--- config.mk ---
export PLATFORM = sky130hd
export DESIGN_NAME = hsv_to_rgb_converter
export DESIGN_NICKNAME = d
export VERILOG_FILES = /design/src/sv/hsv_pkg.sv /design/src/sv/hsv_to_rgb_converter.sv /design/src/sv/hsv_decode.sv /design/src/sv/hsv_product.sv /design/src/sv/hsv_scale.sv
export VERILOG_INCLUDE_DIRS = /design/src /design/src/sv
export SDC_FILE = /design/constraint.sdc
export NUM_CORES = 2
export LEC_CHECK = 0
export ABC_CLOCK_PERIOD_IN_PS = 9850
export BUFFER_PORTS_ARGS = -buffer_cell sky130_fd_sc_hd__buf_2
export CORE_MARGIN = 2
export CORE_UTILIZATION = 57
export CTS_BUF_LIST = sky130_fd_sc_hd__clkbuf_16
export CTS_CLUSTER_DIAMETER = 120
export DETAILED_ROUTE_END_ITERATION = 7
export PLACE_DENSITY = 0.8
export SLEW_MARGIN = 10
export SYNTH_ARGS = -nofsm -noshare
export SYNTH_HDL_FRONTEND = slang
export SYNTH_SLANG_ARGS = --single-unit
--- constraint.sdc ---
create_clock -name clk -period 9.85 [get_ports clk]
set_clock_uncertainty 0.15 [all_clocks]
set_input_delay 0.985 -clock clk [delete_from_list [all_inputs] [get_ports clk]]
set_output_delay 0.985 -clock clk [all_outputs]
set_load 0.005 [all_outputs]
--- src/sv/assert_macros.svh ---
// ----------------------------------------------------------------------------
// Assertion macros
// Shared helpers for concurrent assertions on the clk / rst pair.
// ----------------------------------------------------------------------------
`ifndef ASSERT_MACROS_SVH
`define ASSERT_MACROS_SVH

// The consequent must hold in the same cycle as the antecedent.
`define HSV_ASSERT_SAME(lbl, ante, cons) \
  lbl: assert property (@(posedge clk) disable iff (rst) (ante) |-> (cons)) \
    else $error("HSV assertion failed");

// The consequent must hold in the cycle after the antecedent.
`define HSV_ASSERT_NEXT(lbl, ante, cons) \
  lbl: assert property (@(posedge clk) disable iff (rst) (ante) |=> (cons)) \
    else $error("HSV assertion failed");

`endif

--- src/sv/hsv_pkg.sv ---
// ----------------------------------------------------------------------------
// HSV to RGB package
// Constants, sector codes and stage payload types of the converter pipeline.
// ----------------------------------------------------------------------------
package hsv_pkg;

  localparam int SECTOR_DEG   = 60;
  localparam int FULL_LEVEL   = 255;
  localparam int SECTOR_SPAN  = SECTOR_DEG * FULL_LEVEL;
  localparam int SECTOR_COUNT = 6;
  localparam int HUE_STEPS    = 511 / SECTOR_DEG;

  // Reciprocals for the divisions by 255 and by 15300 (round up, exact over
  // the operand ranges used here).
  localparam logic [15:0] RECIP_P = 16'd32897;
  localparam int          SHIFT_P = 23;
  localparam logic [22:0] RECIP_Q = 23'd4491470;
  localparam int          SHIFT_Q = 36;

  // Sector codes, named after the pair of primaries the hue runs between.
  localparam logic [2:0] SECTOR_RY = 3'd0;
  localparam logic [2:0] SECTOR_YG = 3'd1;
  localparam logic [2:0] SECTOR_GC = 3'd2;
  localparam logic [2:0] SECTOR_CB = 3'd3;
  localparam logic [2:0] SECTOR_BM = 3'd4;
  localparam logic [2:0] SECTOR_MR = 3'd5;

  typedef struct packed {
    logic [2:0] sector;
    logic [5:0] rem;
    logic [7:0] sat;
    logic [7:0] bri;
  } dec_t;

  typedef struct packed {
    logic [2:0]  sector;
    logic [7:0]  bri;
    logic [7:0]  ks;
    logic [13:0] sq;
    logic [13:0] st;
  } part_t;

  typedef struct packed {
    logic [2:0]  sector;
    logic [7:0]  bri;
    logic [15:0] pp;
    logic [21:0] pq;
    logic [21:0] pt;
  } prod_t;

  typedef struct packed {
    logic [2:0] sector;
    logic [7:0] bri;
    logic [7:0] p;
    logic [7:0] q;
    logic [7:0] t;
  } lvl_t;

  // Number of whole 60-degree steps in a hue angle.
  function automatic logic [3:0] hue_step(input logic [8:0] h);
    logic [3:0] k;
    k = '0;
    for (int i = 1; i <= HUE_STEPS; i++) begin
      if (h >= 9'(i * SECTOR_DEG)) k = k + 4'd1;
    end
    return k;
  endfunction

endpackage

--- src/sv/hsv_to_rgb_converter.sv ---
// ----------------------------------------------------------------------------
// HSV to RGB converter
// Converts one hue / saturation / value pixel into 8-bit red, green and blue.
// ----------------------------------------------------------------------------
// Channel   Direction  Payload
// s_axis    in         hue, saturation, brightness
// m_axis    out        red, green, blue
//
// One request per clock is taken unless a stall on m_axis holds the pipeline;
// each result leaves through the output register (five register stages).
// The throughput is set by the pipeline, whose stages each hold one request.
// Reset clears all valid bits; payload registers are left as they are.
// A stall on m_axis holds the last stage, and earlier stages keep filling
// their empty slots until the pipeline is full.
// ----------------------------------------------------------------------------
`include "assert_macros.svh"

module hsv_to_rgb_converter import hsv_pkg::*; (
  input  logic        clk,
  input  logic        rst,
  input  logic        s_axis_tvalid,
  output logic        s_axis_tready,
  input  logic [31:0] s_axis_tdata,   // hue[8:0], saturation[16:9], brightness[24:17]
  output logic        m_axis_tvalid,
  input  logic        m_axis_tready,
  output logic [23:0] m_axis_tdata    // red[7:0], green[15:8], blue[23:16]
);

  logic  dec_valid;
  logic  dec_ready;
  dec_t  dec;
  logic  prod_valid;
  logic  prod_ready;
  prod_t prod;
  logic  lvl_valid;
  logic  lvl_ready;
  lvl_t  lvl;

  logic [7:0] red;
  logic [7:0] green;
  logic [7:0] blue;
  logic [7:0] red_next;
  logic [7:0] green_next;
  logic [7:0] blue_next;

  hsv_decode u_decode (
    .clk        (clk),
    .rst        (rst),
    .in_valid   (s_axis_tvalid),
    .in_ready   (s_axis_tready),
    .hue        (s_axis_tdata[8:0]),
    .saturation (s_axis_tdata[16:9]),
    .brightness (s_axis_tdata[24:17]),
    .out_valid  (dec_valid),
    .out_ready  (dec_ready),
    .out_data   (dec)
  );

  hsv_product u_product (
    .clk       (clk),
    .rst       (rst),
    .in_valid  (dec_valid),
    .in_ready  (dec_ready),
    .in_data   (dec),
    .out_valid (prod_valid),
    .out_ready (prod_ready),
    .out_data  (prod)
  );

  hsv_scale u_scale (
    .clk       (clk),
    .rst       (rst),
    .in_valid  (prod_valid),
    .in_ready  (prod_ready),
    .in_data   (prod),
    .out_valid (lvl_valid),
    .out_ready (lvl_ready),
    .out_data  (lvl)
  );

  assign lvl_ready = !m_axis_tvalid || m_axis_tready;

  always_comb begin
    case (lvl.sector)
      SECTOR_RY: begin
        red_next = lvl.bri; green_next = lvl.t;   blue_next = lvl.p;
      end
      SECTOR_YG: begin
        red_next = lvl.q;   green_next = lvl.bri; blue_next = lvl.p;
      end
      SECTOR_GC: begin
        red_next = lvl.p;   green_next = lvl.bri; blue_next = lvl.t;
      end
      SECTOR_CB: begin
        red_next = lvl.p;   green_next = lvl.q;   blue_next = lvl.bri;
      end
      SECTOR_BM: begin
        red_next = lvl.t;   green_next = lvl.p;   blue_next = lvl.bri;
      end
      SECTOR_MR: begin
        red_next = lvl.bri; green_next = lvl.p;   blue_next = lvl.q;
      end
      default: begin
        red_next = lvl.bri; green_next = lvl.p;   blue_next = lvl.q;
      end
    endcase
  end

  always_ff @(posedge clk) begin
    if (rst) begin
      m_axis_tvalid <= 1'b0;
    end else if (lvl_ready) begin
      m_axis_tvalid <= lvl_valid;
    end
  end

  always_ff @(posedge clk) begin
    if (lvl_ready && lvl_valid) begin
      red   <= red_next;
      green <= green_next;
      blue  <= blue_next;
    end
  end

  assign m_axis_tdata = {blue, green, red};

  // The decoded sector and remainder must stay inside one turn.
  `HSV_ASSERT_SAME(a_sector_range, dec_valid, dec.sector <= SECTOR_MR)
  `HSV_ASSERT_SAME(a_rem_range, dec_valid, dec.rem < 6'(SECTOR_DEG))
  // The rounded levels keep their order below the value.
  `HSV_ASSERT_SAME(a_level_order, lvl_valid,
    lvl.p <= lvl.q && lvl.p <= lvl.t && lvl.q <= lvl.bri && lvl.t <= lvl.bri)

endmodule

--- src/sv/hsv_decode.sv ---
// ----------------------------------------------------------------------------
// HSV hue decode
// Splits the hue into its sector and the remainder within that sector.
// ----------------------------------------------------------------------------
module hsv_decode import hsv_pkg::*; (
  input  logic       clk,
  input  logic       rst,
  input  logic       in_valid,
  output logic       in_ready,
  input  logic [8:0] hue,
  input  logic [7:0] saturation,
  input  logic [7:0] brightness,
  output logic       out_valid,
  input  logic       out_ready,
  output dec_t       out_data
);

  logic [3:0] step;
  logic [8:0] base;
  dec_t       dec_next;

  assign in_ready = !out_valid || out_ready;

  always_comb begin
    step = hue_step(hue);
    base = 9'(step) * 9'(SECTOR_DEG);
    dec_next.rem = 6'(hue - base);
    // Hues past 359 wrap back into the first sectors.
    if (step >= 4'(SECTOR_COUNT)) begin
      dec_next.sector = 3'(step - 4'(SECTOR_COUNT));
    end else begin
      dec_next.sector = 3'(step);
    end
    dec_next.sat = saturation;
    dec_next.bri = brightness;
  end

  always_ff @(posedge clk) begin
    if (rst) begin
      out_valid <= 1'b0;
    end else if (in_ready) begin
      out_valid <= in_valid;
    end
  end

  always_ff @(posedge clk) begin
    if (in_ready && in_valid) begin
      out_data <= dec_next;
    end
  end

endmodule

--- src/sv/hsv_product.sv ---
// ----------------------------------------------------------------------------
// HSV products
// Two stages: saturation terms, then the products with the value.
// ----------------------------------------------------------------------------
module hsv_product import hsv_pkg::*; (
  input  logic  clk,
  input  logic  rst,
  input  logic  in_valid,
  output logic  in_ready,
  input  dec_t  in_data,
  output logic  out_valid,
  input  logic  out_ready,
  output prod_t out_data
);

  logic       part_valid;
  logic       part_ready;
  part_t      part;
  part_t      part_next;
  prod_t      prod_next;
  logic [5:0] rem_up;
  logic [13:0] nq;
  logic [13:0] nt;

  assign part_ready = !out_valid || out_ready;
  assign in_ready   = !part_valid || part_ready;

  always_comb begin
    rem_up            = 6'(SECTOR_DEG) - in_data.rem;
    part_next.sector  = in_data.sector;
    part_next.bri     = in_data.bri;
    part_next.ks      = 8'(FULL_LEVEL) - in_data.sat;
    part_next.sq      = 14'(in_data.sat) * 14'(in_data.rem);
    part_next.st      = 14'(in_data.sat) * 14'(rem_up);
  end

  always_comb begin
    nq               = 14'(SECTOR_SPAN) - part.sq;
    nt               = 14'(SECTOR_SPAN) - part.st;
    prod_next.sector = part.sector;
    prod_next.bri    = part.bri;
    prod_next.pp     = 16'(part.bri) * 16'(part.ks);
    prod_next.pq     = 22'(part.bri) * 22'(nq);
    prod_next.pt     = 22'(part.bri) * 22'(nt);
  end

  always_ff @(posedge clk) begin
    if (rst) begin
      part_valid <= 1'b0;
      out_valid  <= 1'b0;
    end else begin
      if (in_ready) part_valid <= in_valid;
      if (part_ready) out_valid <= part_valid;
    end
  end

  always_ff @(posedge clk) begin
    if (in_ready && in_valid) begin
      part <= part_next;
    end
    if (part_ready && part_valid) begin
      out_data <= prod_next;
    end
  end

endmodule

--- src/sv/hsv_scale.sv ---
// ----------------------------------------------------------------------------
// HSV scale
// Rounds the products back to 8-bit levels p, q and t.
// ----------------------------------------------------------------------------
module hsv_scale import hsv_pkg::*; (
  input  logic  clk,
  input  logic  rst,
  input  logic  in_valid,
  output logic  in_ready,
  input  prod_t in_data,
  output logic  out_valid,
  input  logic  out_ready,
  output lvl_t  out_data
);

  logic [15:0] xp;
  logic [21:0] yq;
  logic [21:0] yt;
  logic [31:0] mp;
  logic [44:0] mq;
  logic [44:0] mt;
  lvl_t        lvl_next;

  assign in_ready = !out_valid || out_ready;

  // Rounding half up: floor((x + d/2) / d), the division done by reciprocal.
  always_comb begin
    xp = in_data.pp + 16'(FULL_LEVEL / 2);
    yq = in_data.pq + 22'(SECTOR_SPAN / 2);
    yt = in_data.pt + 22'(SECTOR_SPAN / 2);
    mp = 32'(xp) * 32'(RECIP_P);
    mq = 45'(yq) * 45'(RECIP_Q);
    mt = 45'(yt) * 45'(RECIP_Q);
    lvl_next.sector = in_data.sector;
    lvl_next.bri    = in_data.bri;
    lvl_next.p      = mp[SHIFT_P +: 8];
    lvl_next.q      = mq[SHIFT_Q +: 8];
    lvl_next.t      = mt[SHIFT_Q +: 8];
  end

  always_ff @(posedge clk) begin
    if (rst) begin
      out_valid <= 1'b0;
    end else if (in_ready) begin
      out_valid <= in_valid;
    end
  end

  always_ff @(posedge clk) begin
    if (in_ready && in_valid) begin
      out_data <= lvl_next;
    end
  end

endmodule
==> impl_metrics.tcl <==
set metrics [dict create \
    status "completed" \
    initial_core_util_pct 57.44 \
    h-tree-depth 1 \
    postSynthCellCount 3599 \
    wl_per_cell_um 15.75 \
    fin_crit_ns 8.862 \
    setup.worst_path.start_class "flip-flop" \
    synth_top_area_share_pct 25.57 \
    reg2reg_depth 28 \
    cap_violations 0 \
    slew_viol_final 0 \
    finalCritPeriodShare_pct 89.97 \
    hold_path.class "flip-flop to flip-flop" \
    areaGrowthSynthToFinish_pct 5.534 \
    synth_top_area_cell "fa_1" \
    grt_first_pass_wirelength_um 119900 \
    place_inst 4407 \
    drive_above_1_share_pct 4.671 \
    fmaxAchievable_mhz 112.8 \
    post_cts_buffers 0 \
    hold_viol 0 \
    clk_latency_ns 0.55 \
    routed_wirelength_um 70080 \
    rows 91 \
    crit_fanout 10 \
    grtUsageTotal_pct 22.87 \
    synth_edf_count 200 \
    synth.cell_area_sq_um 35320 \
    max_slew_margin_pct 25.47 \
    clk_pin_slew_ns 0.06 \
    portBuffers 54 \
    synth.distinct_cells 89 \
    holdBufCountCts 0 \
    slowest_stage "edfxtp_1" \
    diodes 0 \
    holdPathStages 0 \
    cts_tree "yes" \
    synth_common_cells "836 x inv_1, 650 x ha_1, 451 x fa_1" \
    dieHeight_um 252.9 \
    fin_ws_ns 0.9882 \
    dieArea_sq_um 63960 \
    antenna_found_initial 0 \
    via_per_inst 5.452 \
    syn_nets 4736 \
    grt_pass1_vias 25274 \
    cts-buffers-inserted 24 \
    fill_cells 5026 \
    tightestPinTransition_ns 1.110 \
    vias 24265 \
    yosysSeqAreaShare_pct 17.29 \
    nNetsFinal 4780 \
    post-synth-top-count-cell "inv_1" \
    synthArstFlopShare_pct 0 \
    dpl.hpwl_um 57920 \
    ctsResizeCount 0 \
    ys_warn_count 0 \
    grt_start_max_net_pins 60 \
    drtAntennaViolNets 0 \
    synth_area_per_cell_sq_um 9.812 \
    yosys_register_bits 205 \
    utilization_pct 60.62 \
    place.gp.congestion 0.9491 \
    ys_top_cells_by_area "fa_1 26%, ha_1 23%, edfxtp_1 17%, inv_1 8.9%, and2_1 3.2%" \
    crit_type "flip-flop to flip-flop" \
    rsz0062_at_grt "false" \
    finalSetupViolCount 0 \
    ioPinCount 62 \
    initialDrtViolationCount 1325 \
    cpPeakStageDelay_ns 0.54 \
    cts.sink_count 205 \
    cp-end-kind "flip-flop" \
    core_sq_um 61480 \
    die_w_um 252.9 \
    dp_slack_ns 0.9554 \
    worstPathRequired_ns 9.98 \
    finalSetupTns_ns 0 \
    drc 0 \
    synth_ff_type "edfxtp_1" \
    crit_arrival_ns 9.00 \
    stdcell_count 4451 \
    dr.pass1.iters 7 \
    clock-root-buffer "clkbuf_16" \
    cts_buffer_depth 3 \
    grt_overflow 0 \
]
routing by layer:
| metal | vias to the layer above | GRT usage, % | part of all wire [%] |
|---|---|---|---|
| li1 | 11733 | - | - |
| met1 | 11916 | 30.44 | 44 |
| met2 | 518 | 40.16 | 49 |
| met3 | 98 | 2.385 | 4.5 |
| met4 | 0 | 5.376 | 2.2 |
| met5 | - | 0 | 0 |
worst max-delay path: cells and delay by family, from the launching register on:
| kind | cells | cell delay, ns |
|---|---|---|
| AND/OR/NAND/NOR | 5 | 1.55 |
| adder cells (fa/ha/maj) | 9 | 3.56 |
| AO/OA/AOI/OAI | 7 | 1.79 |
| flip-flops | 1 | 0.54 |
| buffers and inverters | 5 | 0.44 |
| XOR/XNOR | 2 | 0.56 |
placed cells by master, fill, tap and decap left out, drive strengths merged, types with 80 or more instances in the layout:
cell	instances
fa	451
buf	80
ha	650
a21oi	106
and2	181
edfxtp	200
nor2	124
nand2	271
inv	844
xnor2	121
final cells by class:
class / instances / area (sq um) / share of cell area (%)
clock inverters: 20 / 115.1 / 0.3089
repair buffers: 80 / 465.4 / 1.249
multi-input cells: 2494 / 25850 / 69.36
flip-flops and latches: 205 / 6106 / 16.38
inverters: 838 / 3146 / 8.440
well taps: 790 / 988.4 / 2.652
clock buffers: 24 / 600.6 / 1.611
flip-flops by register name, summed over array words and instances (netlist names):
name                  flops
green                     8
red                       8
u_product.part_valid      1
u_scale.out_data         35
m_axis_tvalid             1
u_decode.out_valid        1
u_product.out_data       70
u_decode.out_data        25
u_product.part           46
blue                      8
u_scale.out_valid         1
u_product.out_valid       1
stage by stage:
stage | hold slack, ns | cell area [sq um]
final | 0.2663 | 37270
after global routing | 0.2711 | 37270
after CTS | 0.2694 | 37260
after detailed placement | 0.2552 | 36550
after global placement | 0.2502 | 36550
after floorplan | 0.2503 | 35320
final timing paths:
| kind | from | to | slack, ns |
|---|---|---|---|
| min | u_product.out_data[61] | u_scale.out_data[25] | 0.27 |
| min reg2reg | u_product.out_data[61] | u_scale.out_data[25] | 0.27 |
| max reg2reg | u_product.out_data[1] | u_scale.out_data[5] | 0.99 |
| max | u_product.out_data[1] | u_scale.out_data[5] | 0.99 |
cell families (layout without fill, tap and decap cells):
family	after synthesis	count (layout)	synth area share (%)
compound gates	395	395	7.391
flops	205	205	17.29
fa+ha+maj	1101	1101	48.60
xor+xnor	189	189	4.886
buf+inv	900	962	9.640
mux	45	45	1.350
simple gates	764	764	10.85
Power is not shown: default switching activity piles up to over one toggle a cycle in this logic, so the estimate is an artifact.
